### config.mk
export PLATFORM = sky130hd
export DESIGN_NAME = siphash_2_4_engine_top
export DESIGN_NICKNAME = d
export VERILOG_FILES = /design/src/design/sip24_pkg.sv /design/src/design/siphash_2_4_engine_top.sv
export SDC_FILE = /design/constraint.sdc
export NUM_CORES = 2
export LEC_CHECK = 0
export BUFFER_PORTS_ARGS = -buffer_cell sky130_fd_sc_hd__buf_2
export CORE_MARGIN = 2
export CORE_UTILIZATION = 40
export DETAILED_ROUTE_END_ITERATION = 10
export GPL_TIMING_DRIVEN = 1
export HOLD_SLACK_MARGIN = 0.02
export PLACE_DENSITY = 0.58
export SYNTH_ARGS = -nofsm -noshare
export SYNTH_HDL_FRONTEND = slang
export SYNTH_SLANG_ARGS = --single-unit
export TNS_END_PERCENT = 1
### constraint.sdc
create_clock -name clk -period 29 [get_ports clk]
set_input_delay 2.9 -clock clk [delete_from_list [all_inputs] [get_ports clk]]
set_output_delay 2.9 -clock clk [all_outputs]
set_load 0.005 [all_outputs]
### src/design/sip24_pkg.sv
// ----------------------------------------------------------------------------
// SipHash-2-4 package
// Lane type, sequencer states, register indexes, constants and round logic.
// ----------------------------------------------------------------------------
`default_nettype none

package sip24_pkg;

	localparam logic [63:0] C0 = 64'h736f6d6570736575;
	localparam logic [63:0] C1 = 64'h646f72616e646f6d;
	localparam logic [63:0] C2 = 64'h6c7967656e657261;
	localparam logic [63:0] C3 = 64'h7465646279746573;
	localparam logic [63:0] FIN_XOR = 64'h00000000000000ff;

	localparam int unsigned ADDR_W = 5;

	localparam logic [1:0] REG_KEY_LOW  = 2'd0;
	localparam logic [1:0] REG_KEY_HIGH = 2'd1;
	localparam logic [1:0] REG_REDUCE   = 2'd2;

	typedef struct packed {
		logic [63:0] v0;
		logic [63:0] v1;
		logic [63:0] v2;
		logic [63:0] v3;
	} lanes_t;

	typedef enum logic [1:0] {
		ST_RUN,
		ST_LEN,
		ST_FIN1,
		ST_FIN2
	} state_t;

	function automatic logic [63:0] rotl(input logic [63:0] x, input int unsigned r);
		return (x << r) | (x >> (64 - r));
	endfunction

	function automatic lanes_t sip_round(input lanes_t a);
		lanes_t b;
		b = a;
		b.v0 = b.v0 + b.v1;
		b.v1 = rotl(b.v1, 13) ^ b.v0;
		b.v0 = rotl(b.v0, 32);
		b.v2 = b.v2 + b.v3;
		b.v3 = rotl(b.v3, 16) ^ b.v2;
		b.v0 = b.v0 + b.v3;
		b.v3 = rotl(b.v3, 21) ^ b.v0;
		b.v2 = b.v2 + b.v1;
		b.v1 = rotl(b.v1, 17) ^ b.v2;
		b.v2 = rotl(b.v2, 32);
		return b;
	endfunction

endpackage

`default_nettype wire

### src/design/siphash_2_4_engine_top.sv
// ----------------------------------------------------------------------------
// SipHash-2-4 engine
// Keyed SipHash-2-4 over a stream of 64-bit little-endian message words.
// ----------------------------------------------------------------------------
// Throughput: one message word per cycle; two SipRounds per cycle set the pace.
// The last item moves from the input register through ST_RUN, ST_LEN (only
// when it holds 8 bytes in byte mode and a length-only word follows), ST_FIN1
// and ST_FIN2, where the hash is registered. Between messages the input stalls
// while finalization runs, longer while the previous hash waits on the output.
// Reset: arst_n clears keys, mode, control and valid flags asynchronously.
`default_nettype none

module siphash_2_4_engine_top (
	input  wire logic                          clk,
	input  wire logic                          arst_n,
	// s_axis_tdata: [63:0] message_word, [67:64] byte_count, [71:68] zero
	input  wire logic                          s_axis_tvalid,
	output      logic                          s_axis_tready,
	input  wire logic [71:0]                   s_axis_tdata,
	input  wire logic                          s_axis_tlast,
	// m_axis_tdata: [63:0] hash_value
	output      logic                          m_axis_tvalid,
	input  wire logic                          m_axis_tready,
	output      logic [63:0]                   m_axis_tdata,
	input  wire logic                          psel,
	input  wire logic                          penable,
	input  wire logic                          pwrite,
	input  wire logic [sip24_pkg::ADDR_W-1:0]  paddr,
	input  wire logic [63:0]                   pwdata,
	output      logic [63:0]                   prdata,
	output      logic                          pready
);

	logic [63:0] key_low_q;
	logic [63:0] key_high_q;
	logic        reduce_q;

	logic        valid_s1;
	logic [63:0] word_s1;
	logic [3:0]  count_s1;
	logic        last_s1;

	sip24_pkg::state_t state_q, state_d;
	sip24_pkg::lanes_t lanes_q, lanes_base, rin, rout;
	logic        in_msg_q;
	logic [7:0]  len_q, len_base, len_full, len_part;
	logic [63:0] m_sel, mask;
	logic        consume, fin_go, lane_en, wr_en;
	logic        out_valid_q;
	logic [63:0] hash_q;

	// configuration port
	assign pready = 1'b1;
	assign wr_en = psel & penable & pwrite & pready;

	always_ff @(posedge clk or negedge arst_n) begin
		if (!arst_n) begin
			key_low_q  <= '0;
			key_high_q <= '0;
			reduce_q   <= 1'b0;
		end else if (wr_en) begin
			unique case (paddr[4:3])
				sip24_pkg::REG_KEY_LOW:  key_low_q  <= pwdata;
				sip24_pkg::REG_KEY_HIGH: key_high_q <= pwdata;
				sip24_pkg::REG_REDUCE:   reduce_q   <= pwdata[0];
				default: ;
			endcase
		end
	end

	always_comb begin
		unique case (paddr[4:3])
			sip24_pkg::REG_KEY_LOW:  prdata = key_low_q;
			sip24_pkg::REG_KEY_HIGH: prdata = key_high_q;
			sip24_pkg::REG_REDUCE:   prdata = {63'd0, reduce_q};
			default:                 prdata = '0;
		endcase
	end

	// input register
	assign consume       = (state_q == sip24_pkg::ST_RUN) && valid_s1;
	assign s_axis_tready = !valid_s1 || (state_q == sip24_pkg::ST_RUN);

	always_ff @(posedge clk or negedge arst_n) begin
		if (!arst_n) begin
			valid_s1 <= 1'b0;
		end else if (s_axis_tvalid && s_axis_tready) begin
			valid_s1 <= 1'b1;
		end else if (consume) begin
			valid_s1 <= 1'b0;
		end
	end

	always_ff @(posedge clk) begin
		if (s_axis_tvalid && s_axis_tready) begin
			word_s1  <= s_axis_tdata[63:0];
			count_s1 <= s_axis_tdata[67:64];
			last_s1  <= s_axis_tlast;
		end
	end

	// lanes start from the key at the first word of a message
	always_comb begin
		if (in_msg_q) begin
			lanes_base = lanes_q;
			len_base   = len_q;
		end else begin
			lanes_base.v0 = key_low_q ^ sip24_pkg::C0;
			lanes_base.v1 = key_high_q ^ sip24_pkg::C1;
			lanes_base.v2 = key_low_q ^ sip24_pkg::C2;
			lanes_base.v3 = key_high_q ^ sip24_pkg::C3;
			len_base      = 8'd0;
		end
	end

	assign len_full = len_base + 8'd8;
	assign len_part = len_base + {5'd0, count_s1[2:0]};
	assign mask     = (64'd1 << {count_s1[2:0], 3'b000}) - 64'd1;

	// select round input and message word, then two shared SipRounds
	always_comb begin
		rin   = lanes_q;
		m_sel = '0;
		unique case (state_q)
			sip24_pkg::ST_RUN: begin
				rin = lanes_base;
				if (last_s1 && !reduce_q && !count_s1[3]) begin
					m_sel = (word_s1 & mask) | {len_part, 56'd0};
				end else begin
					m_sel = word_s1;
				end
			end
			sip24_pkg::ST_LEN:  m_sel = {len_q, 56'd0};
			sip24_pkg::ST_FIN1: rin.v2 = lanes_q.v2 ^ sip24_pkg::FIN_XOR;
			sip24_pkg::ST_FIN2: ;
		endcase
		rin.v3  = rin.v3 ^ m_sel;
		rout    = sip24_pkg::sip_round(sip24_pkg::sip_round(rin));
		rout.v0 = rout.v0 ^ m_sel;
	end

	assign fin_go = (state_q == sip24_pkg::ST_FIN2) && (!out_valid_q || m_axis_tready);

	always_comb begin
		state_d = state_q;
		lane_en = 1'b0;
		unique case (state_q)
			sip24_pkg::ST_RUN: begin
				lane_en = valid_s1;
				if (valid_s1 && last_s1) begin
					if (!reduce_q && count_s1[3]) begin
						state_d = sip24_pkg::ST_LEN;
					end else begin
						state_d = sip24_pkg::ST_FIN1;
					end
				end
			end
			sip24_pkg::ST_LEN: begin
				lane_en = 1'b1;
				state_d = sip24_pkg::ST_FIN1;
			end
			sip24_pkg::ST_FIN1: begin
				lane_en = 1'b1;
				state_d = sip24_pkg::ST_FIN2;
			end
			sip24_pkg::ST_FIN2: begin
				lane_en = fin_go;
				if (fin_go) begin
					state_d = sip24_pkg::ST_RUN;
				end
			end
		endcase
	end

	always_ff @(posedge clk or negedge arst_n) begin
		if (!arst_n) begin
			state_q     <= sip24_pkg::ST_RUN;
			in_msg_q    <= 1'b0;
			out_valid_q <= 1'b0;
		end else begin
			state_q <= state_d;
			if (consume) begin
				in_msg_q <= !last_s1;
			end
			if (fin_go) begin
				out_valid_q <= 1'b1;
			end else if (m_axis_tready) begin
				out_valid_q <= 1'b0;
			end
		end
	end

	always_ff @(posedge clk) begin
		if (lane_en) begin
			lanes_q <= rout;
		end
		if (consume) begin
			len_q <= (last_s1 && !count_s1[3]) ? len_part : len_full;
		end
		if (fin_go) begin
			hash_q <= rout.v0 ^ rout.v1 ^ rout.v2 ^ rout.v3;
		end
	end

	assign m_axis_tvalid = out_valid_q;
	assign m_axis_tdata  = hash_q;

endmodule

`default_nettype wire

Yosys cells after proc, flatten, opt, wreduce, memory -nomap -nowiden
Index checks and enable logic that the tools add are counted.

Output and inout port bits: 131. Word-level logic and storage cells: 111. Bits in registers: 531. Input bits: 149.

Bitwise operators: 34. Eq/ne operators: 7. $add $sub $neg: 11. Shift-type cells: 1. Reduce and logical (&&, ||, !) cells: 24. Mux-type cells: 18.

Operators with widths (count): bitwise XOR 64 bit (13); adder 64 bit (8); two-way mux 256 bit (1); OR 64 x 32 -> 64 bit (4); case mux 64 bit (2 select lines) (2); case mux 64 bit (3 select lines) (1); two-way mux 128 bit (1); two-way mux 64 bit (2); OR 64 x 13 -> 64 bit (2); OR 64 x 16 -> 64 bit (2); OR 64 x 17 -> 64 bit (2); OR 64 x 21 -> 64 bit (2); bitwise AND 64 bit (1); OR 64 bit (1); << shifter 1 x 6 -> 64 bit (first input constant) (1); subtractor 64 x 1 -> 64 bit (second input constant) (1); inverter 37 bit (1); inverter 35 bit (1); inverter 34 bit (1); inverter 32 bit (1); two-way mux 8 bit (2); adder 8 x 3 -> 8 bit (1); adder 8 x 4 -> 8 bit (second input constant) (1); logical AND 1 bit (8); 16 further kinds (35).

Longest topological paths before layout
Depth after elaboration: 18. Depth in mapped cells: 78.

Least setup slack after synthesis
Ideal clock, no wire load.

Path kind: input to register. Start: in m_axis_tready. End: reg lanes_q[0] (netlist bit), enable pin. Arrival: 16441 ps. Setup slack: 11632 ps. Buffers on the path: 0. Cell stages on the path: 4. Data required time: 28072 ps. Path through: nand2b_1 -> and2_1 -> nor2_1 -> o21bai_1.

Word-level cells in the longest chain between the ends: 3.

RTL lines: from (decl) (line siphash_2_4_engine_top.sv:23) `input wire logic m_axis_tready,`; logical OR 1 bit (line siphash_2_4_engine_top.sv:142) `assign fin_go = (state_q == sip24_pkg::ST_FIN2) && (!out_valid_q || m_axis_tready);`; logical AND 1 bit (line siphash_2_4_engine_top.sv:142); net fin_go (line siphash_2_4_engine_top.sv:48) `logic consume, fin_go, lane_en, wr_en;`; case mux 1 bit (3 select lines) (line siphash_2_4_engine_top.sv:147) `unique case (state_q)`; net lane_en (line siphash_2_4_engine_top.sv:48); to (signal assigned) (line siphash_2_4_engine_top.sv:195) `lanes_q <= rout;`; to (decl) (line siphash_2_4_engine_top.sv:44) `sip24_pkg::lanes_t lanes_q, lanes_base, rin, rout;`.

The timed path passes the listed nets, and every way through them passes these cells. A chain may end at the register's enable or synchronous reset.

Final worst setup path
Start: reg state_q[0]. End: reg hash_q[63] (netlist: m_axis_tdata[63]), data pin.

Word-level cells in the longest chain between the ends: 14. Elaborated cells on any way between the ends: 40. Those cells by class: add/sub: 8; eq/ne: 2; mux: 4; bitwise: 25; reduce/logical: 1.

RTL lines: from (decl) (line siphash_2_4_engine_top.sv:43) `sip24_pkg::state_t state_q, state_d;`; from (signal assigned) (line siphash_2_4_engine_top.sv:177) `state_q <= sip24_pkg::ST_RUN;`; from (signal assigned) (line siphash_2_4_engine_top.sv:181) `state_q <= state_d;`; equality test 2 x 1 -> 1 bit or logical NOT 2 bit (tied branches) (line siphash_2_4_engine_top.sv:124) `unique case (state_q)`; case mux 64 bit (2 select lines) or two-way mux 64 bit (tied branches) (line siphash_2_4_engine_top.sv:124); bitwise XOR 64 bit (line siphash_2_4_engine_top.sv:137) `rin.v3 = rin.v3 ^ m_sel;`; adder 64 bit or OR 64 x 16 -> 64 bit (tied branches) (line sip24_pkg.sv:45, sip24_pkg.sv:36); bitwise XOR 64 bit (line sip24_pkg.sv:46) `b.v3 = rotl(b.v3, 16) ^ b.v2;`; adder 64 bit or OR 64 x 21 -> 64 bit (tied branches) (line sip24_pkg.sv:47, sip24_pkg.sv:36); bitwise XOR 64 bit (line sip24_pkg.sv:48) `b.v3 = rotl(b.v3, 21) ^ b.v0;`; adder 64 bit or OR 64 x 16 -> 64 bit (tied branches) (line sip24_pkg.sv:45, sip24_pkg.sv:36); bitwise XOR 64 bit (line sip24_pkg.sv:46); adder 64 bit (line sip24_pkg.sv:47) `b.v0 = b.v0 + b.v3;`; bitwise XOR 64 bit (line siphash_2_4_engine_top.sv:139) `rout.v0 = rout.v0 ^ m_sel;`; bitwise XOR 64 bit (2 in series) (line siphash_2_4_engine_top.sv:201) `hash_q <= rout.v0 ^ rout.v1 ^ rout.v2 ^ rout.v3;`; bitwise XOR 64 bit (*) (line siphash_2_4_engine_top.sv:201); to (signal assigned) (line siphash_2_4_engine_top.sv:201); to (decl) (line siphash_2_4_engine_top.sv:50) `logic [63:0] hash_q;`.

Every way passes the cells marked *; elsewhere a longest branch is shown, timed or not.

==> run metrics <==
drt drc 0; Die ar. between 100,000 and 150,000 sq um; Cell Area, Synth around 55,000 sq um; Syn Nets 6,802; placed insts roughly 8,200; syn avg cell area approximately 9 sq um; Max Slew Vio Count 25; Hold Vio Cnt, Final 0; Min Clock Period, post-route roughly 22 ns; Critical Path Sink Type flop; fraction of final layout cells sized beyond drive strength 1 0.122; buffer depth of the longest clock path 3; WS Path Type reg2reg; Detailed Place HPWL approximately 300 mm; Yosys cell types 89; vias in the first global route between 40,000 and 50,000; total negative setup slack 0 ns; synth top area cells edfxtp_1 (22%), xnor2_1 (12%), ha_1 (12%), xor2_1 (9.1%), dfrtp_1 (6.1%); Syn-to-layout area delta 13.4%; largest net degree at the start of global routing 75; initial DRC count 9,571; global route overflow 0; filler instances approximately 13,000; GPL Wtd Cong ~1.2; first-pass GRT wire length about 460 mm; Core ar. between 100,000 and 150,000 sq um; Routed Antenna Nets 0; slew margin rel. -0.131; DR pass1 iterations 6; CP arrival 22.43 ns; Starting Density 0.401; status complete, but fails checks; period utilization 0.762; Critical R2R Capture m_axis_tdata[63]$_DFFE_PP_; clock slew at reported path FFs roughly 0.060 ns; die extent in x 375 um; max incr delay on CP between 1 and 1.5 ns; sequential-to-total area share from yosys stat 0.278; Async SR Flop Fraction 0.252; WP data required 29.33 ns; Max H-tree Level 3; routed length per instance 42.7 um; Top FF cell, synth edfxtp_1; worst hold path class reg2reg; worst-margin pin slew between 1.5 and 2 ns; crit path max fanout 61; # IOs 280; top-area cell type share of the netlist area 0.217; TritonCTS sink count around 530; RSZ-0062 raised after global routing false; setup bufs post-CTS 0; failing checks max-capacitance violations, max-slew violations; Vias/cell around 6.5; Mapped Cells approximately 6,100; final setup fails 0; Max-cap violations 8; clock tree root buffer cell clkbuf_16; R2R Setup Slk between 6 and 7 ns; cells on worst reg2reg path between 50 and 60; initial antenna violation count 41; metal3 WL just under 50 mm; Clock Latency Late Sink about 0.73 ns; Hold Startpoint key_low_q[21]$_DFFE_PN0P_; flops & latches, synth 531; Port Buffers between 200 and 300; hold endpoint key_low_q[21]$_DFFE_PN0P_; top layer in use met5; fmax roughly 45 MHz; Clock Skews ~0.049 ns; nets@finish 7,159; WL met2 136 mm; CTS Hold Bufs 0; Slowest cell on crit path xor2_1; M1 WL about 130 mm; CTS tree done; via count between 50,000 and 60,000; DRT Wirelength around 360 mm; Multi-input gate area ~39,000 sq um; register area between 15,000 and 20,000 sq um; GRT Total Usage 0.492; Layout Cells excl Fill approximately 8,400; post-CTS resize count 0; post-synth top area cell edfxtp_1; crit path launch type flop; reg-to-reg startpoint state_q[0]$_DFFE_PN0P_; worst hold stages 1; Yosys Warn Count 0; Die Y-Extent about 370 um; Post-synth EDFFs 397; CTS Buf Count 70; row count 136
[metal layers]
layer,up-vias,GRT usage
li1,22600,-
met1,26700,0.624
met2,4294,0.661
met3,931,0.178
met4,14,0.401
met5,-,0
[cells by family (layout without fill, tap and decap cells)]
| kind of cell | after synthesis | count (layout) | synth area share |
|---|---|---|---|
| compound gates | 1728 | 1728 | 0.199 |
| fa+ha+maj | 524 | 524 | 0.120 |
| flops | 531 | 531 | 0.278 |
| buf+inv | 427 | 841 | 0.0292 |
| simple gates | 1348 | 1348 | 0.112 |
| xor+xnor | 1357 | 1357 | 0.219 |
| other cells | 1 | 13 | 0.0000682 |
| mux | 216 | 216 | 0.0423 |
[registers in the layout, summed over array words and instances (netlist names)]
signal         cells
lanes_q          256
key_high_q        64
key_low_q         64
m_axis_tdata      64
word_s1           64
len_q              8
count_s1           4
state_q            2
in_msg_q           1
last_s1            1
m_axis_tvalid      1
reduce_q           1
valid_s1           1
[area by class of cell]
type                       instances  area share
clock buffer                      81      0.0293
inverter                         286      0.0172
sequential                       531       0.245
antenna                           12    0.000482
tap                             1794      0.0360
multi-input combinational       5174       0.622
clock inverter                    48     0.00974
timing repair buffer             426      0.0407
[worst max-delay path by stage]
stage                                             to              startpoint
after floorplan                 lanes_q[0]$_DFFE_PP_           m_axis_tready
after global placement    m_axis_tdata[63]$_DFFE_PP_  state_q[0]$_DFFE_PN0P_
after detailed placement  m_axis_tdata[63]$_DFFE_PP_  state_q[0]$_DFFE_PN0P_
after CTS                 m_axis_tdata[63]$_DFFE_PP_  state_q[0]$_DFFE_PN0P_
after global routing      m_axis_tdata[63]$_DFFE_PP_  state_q[0]$_DFFE_PN0P_
final                     m_axis_tdata[63]$_DFFE_PP_  state_q[0]$_DFFE_PN0P_
[Yosys cell counts, types with 14 or more instances]
cell type / instances
a21o_1: 284
nor2_1: 366
a21boi_0: 14
a21oi_1: 593
buf_1: 17
o21ai_0: 313
a211oi_1: 40
clkbuf_1: 123
nand3_1: 93
ha_1: 512
o211ai_1: 31
xor2_1: 573
o21bai_1: 99
o21a_1: 76
nor3_1: 62
inv_1: 284
mux2_2: 131
mux2i_1: 85
nand2b_1: 64
a221o_1: 16
and2_1: 54
dfrtp_1: 134
or3_1: 18
o21ai_1: 19
o31ai_1: 24
xnor2_1: 774
nand4_1: 49
and4_1: 15
nand2_1: 493
a221oi_1: 19
a22o_1: 21
a31oi_1: 37
edfxtp_1: 397
nor2b_1: 51
and3_1: 32
[per-stage QoR]
| stage | setup WS, ns | util | hold WS (ns) | area (sq um) |
|---|---|---|---|---|
| floorplan | 11.63 | - | 0.495 | 55000 |
| global placement | 8.34 | 0.437 | 0.510 | 59800 |
| detailed placement | 8.17 | 0.437 | 0.525 | 59800 |
| CTS | 8.07 | 0.455 | 0.541 | 62300 |
| global route | 7.26 | 0.455 | 0.553 | 62300 |
| finish | 6.90 | 0.455 | 0.538 | 62300 |
[layout by cell type (no fill, tap or decap), types with 134 or more instances in the layout]
cell and instances:
nand2_1 493, dfrtp_1 134, inv_1 284, edfxtp_1 397, buf_4 155, nor2_1 365
buf_2 269, o21ai_0 311, ha_1 511, xor2_1 545, a21oi_1 590, a21o_1 284
xnor2_1 729
[critical path: cells and delay by family (launching register included)]
| kind | cells | cell delay (ns) |
|---|---|---|
| AO/OA/AOI/OAI | 28 | 10.77 |
| XOR/XNOR | 7 | 4.85 |
| adder cells (fa/ha/maj) | 5 | 1.93 |
| buffers and inverters | 4 | 1.61 |
| flip-flops | 1 | 0.41 |
| AND/OR/NAND/NOR | 8 | 2.03 |
Power is left out: the tool's default activity adds up to more than one toggle a clock period on the data nets, which glitch-free logic cannot reach.
